**config.mk**
```make
export PLATFORM = sky130hd
export DESIGN_NAME = chm_ram
export DESIGN_NICKNAME = d
export VERILOG_FILES = /design/src/hdl/chm_ram.sv
export SDC_FILE = /design/constraint.sdc
export NUM_CORES = 1
export LEC_CHECK = 0
export ABC_AREA = 1
export BUFFER_PORTS_ARGS = -buffer_cell sky130_fd_sc_hd__buf_4
export CORE_MARGIN = 3
export CORE_UTILIZATION = 30
export DETAILED_ROUTE_END_ITERATION = 10
export HOLD_SLACK_MARGIN = 0.05
export SYNTH_ARGS = -nofsm -noshare
export SYNTH_HDL_FRONTEND = slang
export SYNTH_SLANG_ARGS = --single-unit
```
**constraint.sdc**
```tcl
create_clock -name i_clk -period 1.1 [get_ports i_clk]
set_clock_uncertainty 0.05 [all_clocks]
set_input_delay 0.055 -clock i_clk [delete_from_list [all_inputs] [get_ports i_clk]]
set_output_delay 0.055 -clock i_clk [all_outputs]
set_load 0.005 [all_outputs]
```
**src/hdl/chm_ram.sv**
```systemverilog
// Generic simple dual-port RAM, one write port, one registered read port.
`timescale 1ns / 1ps

module chm_ram #(
    parameter int WIDTH = 8,
    parameter int DEPTH = 16
) (
    input  logic                     i_clk,
    input  logic                     i_we,
    input  logic [$clog2(DEPTH)-1:0] i_waddr,
    input  logic [WIDTH-1:0]         i_wdata,
    input  logic                     i_re,
    input  logic [$clog2(DEPTH)-1:0] i_raddr,
    output logic [WIDTH-1:0]         o_rdata
);

    logic [WIDTH-1:0] r_mem [DEPTH];
    logic [WIDTH-1:0] r_rdata;

    always_ff @(posedge i_clk) begin
        if (i_we) begin
            r_mem[i_waddr] <= i_wdata;
        end
        if (i_re) begin
            r_rdata <= r_mem[i_raddr];   // holds between reads
        end
    end

    assign o_rdata = r_rdata;

endmodule
```
==> reports/qor.txt, run 1 <==
Global-route wire length before repair - 21600 um
Total met2 wirelength after detailed routing - 6480 um
Clock Tree Buf Depth - 2
Starting DRC count in detailed routing - 332
Unrepaired setup endpoints after global routing - yes
Residual overflow from global routing - 0
Netlist area before placement - 5850 um^2
Worst-case vdd ir drop - 1200 uV
Sequential share of the synthesized area - 69.8%
Fraction of registers with async set or reset after synthesis - 0%
R2R Setup Slk - -0.02 ns
Worst setup margin - -0.0244 ns
Startpoint-to-endpoint class of the critical path - flip-flop to flip-flop
Gate count of the mapped netlist - 551
Worst min-delay path category - input pin to flip-flop
Hold Fails Final Rpt - 0
Depth of the CTS H-tree - 4
Pre-CTS worst setup slack - -0.204 ns
Most instantiated cells after synthesis - nand2_1 (173), edfxtp_1 (136), inv_1 (100), nand3_1 (97), nor2_1 (17)
Number of slew-limit violations in the final report - 0
FMAX - 889 MHz
Count of clock tree sinks - 136
Post-CTS setup buffers - 0
CTS tree - built
I/O pins - 27
Antenna viol nets, final - 0
Largest net degree at the start of global routing - 32
Clock latency on the worst-skew pair - 0.42 ns
Headroom to the max-slew limit - 74.3%
Cts bufs inserted - 17
Design Power - 0.0126 W
First drt pass iteration count - 5
Diodes inserted - 0
Cell type contributing the most total cell area after synthesis - edfxtp_1
Most frequent cell after synthesis - nand2_1
Clock transition at the register clock pins on the worst setup and hold paths after CTS - 0.06 ns
Post-route clock period utilization - 102%
Die Footprint - 21200 um^2
Root buffer cell - clkbuf_16
Areal power density over the cells - 1670 nW/um^2
Endpoint arrival time on the critical path - 1.24 ns
Number of global-route vias before repair - 3690
HPWL Detailed - 8820 um
Transition time of the tightest slew-check pin - 0.386 ns
Number of buffers inserted by port buffering - 26
Synth top area cells - edfxtp_1 (70%), nand2_1 (11%), nand3_1 (8.3%), inv_1 (6.4%), buf_6 (1.2%)
Met1 wire length - 6600 um
Critical path capture point type - flip-flop
Die Height - 146 um
Synth top area share - 69.8%
Unique masters post-synth - 11
Leak - 3.20 nW
Die Width - 146 um
Vias after detailed routing - 3899
Violated checks - negative setup slack
WL/cell - 15.8 um
RePlAce Congestion - 0.782
Number of synthesized flops with an enable pin - 136
Min cycle time layout - 1.12 ns
Starting density of the core - 30.8%
Amount of wire on met3 after detailed routing - 622 um
Total Nets Final - 634
Most used DFF post-synth - edfxtp_1
Gr usage total - 13.6%
Max_cap viols - 0
Run status - finished with violations
Share of final-layout standard cells stronger than drive strength 1 - 23.4%
Uppermost layer routed - met4
Number of antenna violations at the first check in global routing - 0
Total routed wirelength - 14000 um
Final setup violation count - 6
Core box area - 19000 um^2
Startpoint type of the worst setup path - flip-flop
DR DRC count - 0
Row Count - 50
Synthesis warning total - 0
Synthesized netlist net count - 570
Worst Path Max Fanout - 1
Number of flip-flops and latches in the synthesized netlist - 136
Mean instance size in the synthesized netlist - 10.6 um^2
WP data required - 1.22 ns
Number of vias per cell after detailed routing - 4.39
Layout area overhead - 28.9%
-- flip-flops by register name, summed over array words and instances, names as in the netlist --
signal,count
r_mem,128
o_rdata,8
-- layout make-up --
type,count,area [um^2]
clock buffers,18,429
clock inverters,14,175
fillers,1786,11400
inverters,102,383
multi-input cells,289,1480
flip-flops and latches,136,4080
well taps,260,325
repair buffers,69,664
-- power breakdown --
| group | total (W) | internal [W] | switching (W) |
|---|---|---|---|
| sequential | 0.00587 | 0.00584 | 0.0000348 |
| combinational | 0.000934 | 0.000360 | 0.000575 |
| clock | 0.00575 | 0.00358 | 0.00218 |
| total | 0.0126 | 0.00978 | 0.00279 |
-- path summary, 6_finish.rpt --
check / cells past startpoint / end / start
setup reg to reg: 6 / o_rdata[0] / r_mem[9][0]
setup / recovery: 6 / o_rdata[0] / r_mem[9][0]
hold reg to reg: 6 / o_rdata[4] / r_mem[14][4]
hold / removal: 4 / o_rdata[4] / i_raddr[3]
-- stage by stage --
step / instance area [um^2] / hold WS [ns] / cells / TNS, ns / util, %
global route: 7540 / 0.140 / 888 / -0.643 / 39.8
detailed placement: 6570 / 0.346 / 847 / -2.65 / 34.7
CTS: 7420 / 0.109 / 888 / -0.0921 / 39.1
finish: 7540 / 0.128 / 888 / -0.0610 / 39.8
floorplan: 5850 / 0.104 / 551 / 0 / -
global placement: 6570 / 0.350 / 847 / -1.96 / 34.7
-- kinds of logic after synthesis --
| kind of cell | after synthesis | synth area share (%) |
|---|---|---|
| simple gates | 289 | 20.8 |
| flops | 136 | 69.8 |
| buf+inv | 126 | 9.39 |
-- worst max-delay path, stage by stage (launching register included) --
cell and delay, ns:
edfxtp_1 0.35, inv_1 0.06, nand2_1 0.04, nand3_1 0.12
nand3_2 0.09, nand3_2 0.09, nand2_2 0.06
-- repair_timing --
item                                    in CTS  in global routing
endpoints found under the hold margin      136                  0
endpoints found under the setup margin      10                 11
pin swaps                                   17                 25
resized for setup                           32                 26
hold buffers                                 9                  0
-- layer usage --
| layer | track usage, % | up-vias |
|---|---|---|
| met3 | 3.27 | 24 |
| met4 | 6.46 | 0 |
| met5 | 0 | - |
| met2 | 20.5 | 96 |
| li1 | - | 1913 |
| met1 | 18.5 | 1866 |
-- placed cells by master, fill, tap and decap left out, types with 3 or more instances in the layout --
| cell | count |
|---|---|
| inv_1 | 99 |
| nand3_1 | 48 |
| buf_12 | 9 |
| edfxtp_1 | 136 |
| bufinv_16 | 3 |
| buf_4 | 48 |
| nand3_2 | 48 |
| nand2_2 | 4 |
| clkbuf_16 | 17 |
| inv_2 | 3 |
| nor2_1 | 17 |
| buf_6 | 3 |
| dlygate4sd3_1 | 9 |
| nand2_1 | 169 |
| clkinvlp_4 | 3 |
| clkinv_4 | 4 |
Power figures use the tool's default switching activity.
==> run 2, diff against run 1 <==
--- a/config.mk
+++ b/config.mk
@@ -8,9 +8,10 @@
 export ABC_AREA = 1
 export BUFFER_PORTS_ARGS = -buffer_cell sky130_fd_sc_hd__buf_4
 export CORE_MARGIN = 3
-export CORE_UTILIZATION = 30
+export CORE_UTILIZATION = 55
 export DETAILED_ROUTE_END_ITERATION = 10
 export HOLD_SLACK_MARGIN = 0.05
+export PLACE_DENSITY = 0.75
 export SYNTH_ARGS = -nofsm -noshare
 export SYNTH_HDL_FRONTEND = slang
 export SYNTH_SLANG_ARGS = --single-unit
==> reports/qor.txt, run 2 (synthesis gave the netlist of run 1 again) <==
Startpoint type of the worst setup path - flip-flop
Count of clock tree sinks - 136 (unchanged)
Number of slew-limit violations in the final report - 0 (unchanged)
Leak - 3.18 nW (-0.44%)
Max_cap viols - 0 (unchanged)
I/O pins - 27 (unchanged)
Headroom to the max-slew limit - 70.3% (-3.9 points)
Root buffer cell - clkbuf_8
Amount of wire on met3 after detailed routing - 859 um (+38%)
Number of global-route vias before repair - 4089 (+11%)
Area taken by multi-input logic gates - 1520 um^2 (+3.2%)
Min cycle time layout - 1.18 ns (+0.0602 ns)
Unrepaired setup endpoints after global routing - yes
Post-route clock period utilization - 108% (+5.5 points)
Clock latency on the worst-skew pair - 0.51 ns (+0.09 ns)
DR DRC count - 0 (unchanged)
Die Width - 109 um (-25%)
Total Nets Final - 628 (-0.95%)
Total routed wirelength - 13800 um (-1.7%)
Footprint of the flip-flops and latches - 4080 um^2 (unchanged)
Portion of total power attributed to combinational logic - 7.5% (about the same)
Final setup violation count - 15 (+9)
Int Pwr - 0.00984 W (+0.69%)
Startpoint-to-endpoint class of the critical path - flip-flop to output port
Core box area - 10300 um^2 (-46%)
FMAX - 844 MHz (-5.1%)
Worst setup margin - -0.0846 ns (-0.0602 ns)
Worst min-delay path category - input pin to flip-flop
Largest net degree at the start of global routing - 37 (+16%)
WL/cell - 18.2 um (+15%)
Depth of the CTS H-tree - 4 (unchanged)
Largest register by flop count - r_mem
Clock Tree Buf Depth - 2 (unchanged)
Worst path top cell family by delay - flip-flops
Sequential share of power - 47.3% (+0.5 points)
Total met2 wirelength after detailed routing - 6980 um (+7.7%)
Most frequent cells in the layout - nand2_1 (163), edfxtp_1 (136), inv_1 (100)
Sw Share - 20.9% (-1.3 points)
Areal power density over the cells - 1690 nW/um^2 (+1.3%)
Worst-case vdd ir drop - 1120 uV (-6.2%)
Hold Fails Final Rpt - 0 (unchanged)
Commonest non-fill, non-tap cell in the layout - nand2_1
Buffers & Inverters on Critical Path - 1 (unchanged)
Hold_ws - 0.116 ns (-0.0120 ns)
Starting density of the core - 56.6% (+26 points)
Antenna viol nets, final - 0 (unchanged)
RePlAce Congestion - 0.828 (+5.9%)
Die Height - 109 um (-25%)
Met1 wire length - 5460 um (-17%)
Clock share of power - 45.2% (-0.6 points)
Cts bufs inserted - 17 (unchanged)
Layout area overhead - 26.1%
Uppermost layer routed - met4
Run status - finished with violations
Sequence of cells on the critical path - buf_6
Post-CTS setup buffers - 0 (unchanged)
Gr usage total - 24.7% (+11 points)
Diodes inserted - 0 (unchanged)
HPWL Detailed - 8260 um (-6.4%)
Number of antenna violations at the first check in global routing - 0 (unchanged)
Number of cells on the critical path - 1 (-5)
Worst hold path cell count - 6 (+2)
Endpoint arrival time on the critical path - 1.08 ns (-0.16 ns)
Share of final-layout standard cells stronger than drive strength 1 - 23.3% (-0.058 points)
Transition time of the tightest slew-check pin - 0.445 ns (+0.0592 ns)
Vias after detailed routing - 3985 (+2.2%)
Residual overflow from global routing - 0 (unchanged)
Max incr delay on CP - 0.43 ns (+0.08 ns)
CTS tree - built
Row Count - 37 (-26%)
Switching power - 0.00260 W (-6.8%)
Global-route wire length before repair - 21200 um (-1.9%)
Count of cells along the worst register-to-register path - 6 (unchanged)
Count of filler cells inserted in the layout - 752 (-58%)
Critical path capture point type - output port
Number of vias per cell after detailed routing - 5.26 (+20%)
WP data required - 1.00 ns (-0.22 ns)
Slowest CP cell - edfxtp_1
Final-layout setup total negative slack - -0.626 ns (-0.565 ns)
Starting DRC count in detailed routing - 289 (-13%)
First drt pass iteration count - 5 (unchanged)
Worst Path Max Fanout - 1 (unchanged)
Die Footprint - 11900 um^2 (-44%)
Number of buffers inserted by port buffering - 26 (unchanged)
Violated checks - negative setup slack
Clock transition at the register clock pins on the worst setup and hold paths after CTS - 0.05 ns (about the same)
Largest register FFs - 128 (unchanged)
[run 2: cell types whose count changed in the layout (fill, tap and decap cells not counted), sizes merged]
cell,delta
bufinv,+1
clkinvlp,-3
inv,-2
dlygate4sd3,+1
buf,-7
clkbuf,+3
[run 2: repair_timing]
| item | CTS | global route |
|---|---|---|
| pin swaps | 30 | 18 |
| hold buffers | 10 | 0 |
| setup endpoints to repair | 16 | 16 |
| gates resized for setup | 27 | 47 |
| hold endpoints to repair | 144 | 0 |
[run 2: area by class of cell]
| type | instances | area share [%] |
|---|---|---|
| timing repair buffer | 63 | 8.52 |
| tap | 136 | 2.31 |
| inverter | 102 | 5.19 |
| clock inverter | 10 | 2.07 |
| sequential | 136 | 55.4 |
| clock buffer | 21 | 5.82 |
| multi-input combinational | 289 | 20.7 |
[run 2: stage by stage]
stage | utilization [%] | instances | instance area (um^2) | power [W] | setup WS (ns)
after global placement | 61.5 | 716 | 6350 | 0.00674 | -0.168
after floorplan | - | 551 | 5850 | 0.00638 | 0.0442
after global routing | 71.4 | 757 | 7370 | 0.0129 | -0.118
final | 71.4 | 757 | 7370 | 0.0124 | -0.0846
after CTS | 69.3 | 757 | 7160 | 0.0124 | -0.0933
after detailed placement | 61.5 | 716 | 6350 | 0.00677 | -0.189
[run 2: per-layer routing]
layer	up-vias	global-route usage (%)
met5	-	0
met4	0	10.7
met1	1900	30.9
li1	1900	-
met3	32	6.28
met2	153	40.8
[run 2: path summary, 6_finish.rpt]
check / from / endpoint / slack [ns]
setup / recovery: o_rdata[7] / o_rdata[7] / -0.08
hold / removal: i_raddr[2] / o_rdata[7] / 0.12
setup reg to reg: r_mem[7][0] / o_rdata[0] / -0.08
hold reg to reg: r_mem[14][0] / o_rdata[0] / 0.71
[run 2: power by group through the flow]
stage | combinational [W] | clock (W) | sequential (W)
floorplan | 0.000409 | 0 | 0.00597
global placement | 0.000766 | 0 | 0.00598
detailed placement | 0.000788 | 0 | 0.00598
CTS | 0.000864 | 0.00569 | 0.00588
global route | 0.00102 | 0.00595 | 0.00589
finish | 0.000936 | 0.00562 | 0.00588
==> run 3, diff against run 2 <==
==> config.mk (replaced) <==
export PLATFORM = sky130hd
export DESIGN_NAME = chm_ram
export DESIGN_NICKNAME = d
export VERILOG_FILES = /design/src/hdl/chm_ram.sv
export SDC_FILE = /design/constraint.sdc
export NUM_CORES = 1
export LEC_CHECK = 0
export BUFFER_PORTS_ARGS = -buffer_cell sky130_fd_sc_hd__buf_4
export CORE_MARGIN = 3
export CORE_UTILIZATION = 36
export DETAILED_ROUTE_END_ITERATION = 10
export HOLD_SLACK_MARGIN = 0.05
export SYNTH_ARGS = -nofsm -noshare
export SYNTH_HDL_FRONTEND = slang
export SYNTH_SLANG_ARGS = --single-unit
==> constraint.sdc (replaced) <==
create_clock -name i_clk -period 1.19 [get_ports i_clk]
set_clock_uncertainty 0.05 [all_clocks]
set_input_delay 0.0595 -clock i_clk [delete_from_list [all_inputs] [get_ports i_clk]]
set_output_delay 0.0595 -clock i_clk [all_outputs]
set_load 0.005 [all_outputs]
==> reports/qor.txt, run 3 <==
Synthesis warning total - 0 (unchanged)
Final-layout setup total negative slack - -1.79 ns (-1.17 ns)
Worst hold path cell count - 3 (-3)
Final setup violation count - 8 (-7)
Total routed wirelength - 9960 um (-28%)
Leak - 2.14 nW (-33%)
Clock Tree Buf Depth - 2 (unchanged)
Number of vias per cell after detailed routing - 5.06 (-3.9%)
Design Power - 0.0105 W (-16%)
Area taken by multi-input logic gates - 1090 um^2 (-29%)
Worst setup margin - -0.253 ns (-0.169 ns)
Critical path capture point type - flip-flop
Fraction of registers with async set or reset after synthesis - 0% (unchanged)
Starting DRC count in detailed routing - 201 (-30%)
Layout area overhead - 23.9%
Depth of the CTS H-tree - 4 (unchanged)
HPWL Detailed - 6610 um (-20%)
Clock transition at the register clock pins on the worst setup and hold paths after CTS - 0.05 ns (about the same)
Number of flip-flops and latches in the synthesized netlist - 136 (unchanged)
WP data required - 1.29 ns (+0.29 ns)
Startpoint of the most critical hold path - i_waddr[1]
Footprint of the flip-flops and latches - 4080 um^2 (unchanged)
Row Count - 43 (+16%)
Most used DFF post-synth - edfxtp_1
Endpoint arrival time on the critical path - 1.54 ns (+0.46 ns)
Worst-case vdd ir drop - 1060 uV (-5.7%)
Residual overflow from global routing - 0 (unchanged)
Most frequent cell after synthesis - edfxtp_1
Cts bufs inserted - 17 (unchanged)
Synth top area share - 78.1% (+8.3 points)
RePlAce Congestion - 0.714 (-14%)
Synth top area cells - edfxtp_1 (78%), mux4_2 (7.8%), mux4_1 (7.0%), a22oi_1 (2.3%), nor2_1 (0.93%)
Violated checks - negative setup slack
Vias after detailed routing - 2493 (-37%)
I/O pins - 27 (unchanged)
FMAX - 693 MHz
Die Footprint - 16000 um^2 (+34%)
Commonest non-fill, non-tap cell in the layout - edfxtp_1
Largest register FFs - 128 (unchanged)
Worst Path Max Fanout - 1 (unchanged)
Die Width - 127 um (+16%)
Final cell utilization of the core - 46.1% (-25 points)
Headroom to the max-slew limit - 38.5% (-32 points)
Startpoint-to-endpoint class of the critical path - flip-flop to flip-flop
Most frequent cells in the layout - edfxtp_1 (136), buf_4 (49), mux4_2 (32)
Min cycle time layout - 1.44 ns
CTS tree - built
Core box area - 14000 um^2 (+36%)
Number of buffers inserted by port buffering - 26 (unchanged)
Largest register by flop count - r_mem
Largest net degree at the start of global routing - 18 (-51%)
Count of clock tree sinks - 136 (unchanged)
WL/cell - 20.2 um (+11%)
Root buffer cell - clkbuf_16
First drt pass iteration count - 4 (-1)
Gate count of the mapped netlist - 229 (-58%)
Mean instance size in the synthesized netlist - 22.8 um^2 (+120%)
Global-route wire length before repair - 15500 um (-27%)
Synthesized netlist net count - 248 (-56%)
Starting density of the core - 37.2% (-19 points)
Worst min-delay path category - input pin to flip-flop
Max_cap viols - 0 (unchanged)
Run status - finished with violations
Post-Layout Cell Count - 493 (-35%)
Areal power density over the cells - 1620 nW/um^2 (-4.0%)
Count of cells along the worst register-to-register path - 3 (-3)
Pre-CTS worst setup slack - -0.461 ns (-0.272 ns)
Gr usage total - 13.4% (-11 points)
Unrepaired setup endpoints after global routing - yes
Antenna viol nets, final - 0 (unchanged)
Clock latency on the worst-skew pair - 0.40 ns (-0.11 ns)
Die Height - 127 um (+16%)
Launching point of the worst reg2reg path - r_mem[10][6]
Netlist area before placement - 5230 um^2 (-11%)
Diodes inserted - 0 (unchanged)
Number of slew-limit violations in the final report - 0 (unchanged)
Instance count after placement with tap cells included - 454 (-37%)
Unique masters post-synth - 18 (+7)
Transition time of the tightest slew-check pin - 0.920 ns (+0.476 ns)
Post-route clock period utilization - 121%
Share of final-layout standard cells stronger than drive strength 1 - 39.9% (+17 points)
Total Nets Final - 321 (-49%)
Most instantiated cells after synthesis - edfxtp_1 (136), mux4_2 (18), a22oi_1 (16), mux4_1 (14), nor2_1 (13)
Number of antenna violations at the first check in global routing - 0 (unchanged)
Hold Fails Final Rpt - 0 (unchanged)
DR DRC count - 0 (unchanged)
Cell type contributing the most total cell area after synthesis - edfxtp_1
Startpoint type of the worst setup path - flip-flop
Number of global-route vias before repair - 2640 (-35%)
Count of filler cells inserted in the layout - 1162 (+55%)
Worst setup path start - r_mem[10][6]
Number of synthesized flops with an enable pin - 136 (unchanged)
Sequential share of the synthesized area - 78.1% (+8.3 points)
[run 3: changes by cell type in the layout (fill, tap and decap cells not counted), sizes merged, moves of 2 or more]
cell / change
mux4: +32
inv: -102
buf: +2
nor2: -4
nand3: -96
nand2b: +2
clkbuf: +3
nor3: +4
nand2: -164
a22oi: +16
bufinv: -3
[run 3: layout make-up]
type / instances / share of cell area (%)
sequential: 136 / 63.0
clock inverter: 6 / 0.811
multi-input combinational: 83 / 16.8
tap: 180 / 3.48
clock buffer: 24 / 6.97
timing repair buffer: 64 / 8.92
[run 3: logic make-up after synthesis]
family                 synth area share (%)
DFF                                    78.1
and+or+nand+nor                        3.14
muxes                                  14.8
AOI/OAI and AO/OA                      2.30
buffers and inverters                  1.65
[run 3: worst max-delay path, cell delays in order (launching register included)]
cell and delay (ns):
edfxtp_1 0.37, mux4_2 0.48, a22oi_2 0.21, nand2_1 0.08
[run 3: through the flow]
step,instance area [um^2],hold slack [ns]
floorplan,5250,0.108
global placement,5840,0.311
detailed placement,5840,0.321
CTS,6470,0.0937
global route,6480,0.105
finish,6480,0.112
[run 3: timing repair]
| item | in CTS | in global routing |
|---|---|---|
| hold buffers | 9 | 0 |
| setup endpoints to repair | 8 | 8 |
| pin swaps | 0 | 2 |
| buffers inserted | 0 | 0 |
| resized for setup | 7 | 2 |
| endpoints found under the hold margin | 136 | 0 |
[run 3: routing by layer]
metal	up-vias	GRT usage [%]	share of wire, %
met1	1308	17.2	42
met5	-	0	0
met4	0	4.92	1.4
met3	13	3.54	4.5
met2	65	22.1	52
li1	1107	-	-
[run 3: power breakdown]
group	leakage, nW	internal (W)	switching, W
clock network	0.247	0.00281	0.00163
registers	1.24	0.00541	0.0000312
logic	0.656	0.000303	0.000304
[run 3: path summary, 6_finish.rpt]
check | end | slack (ns)
max reg2reg | o_rdata[6] | -0.25
max | o_rdata[6] | -0.25
min | r_mem[0][0] | 0.11
min reg2reg | o_rdata[0] | 0.70
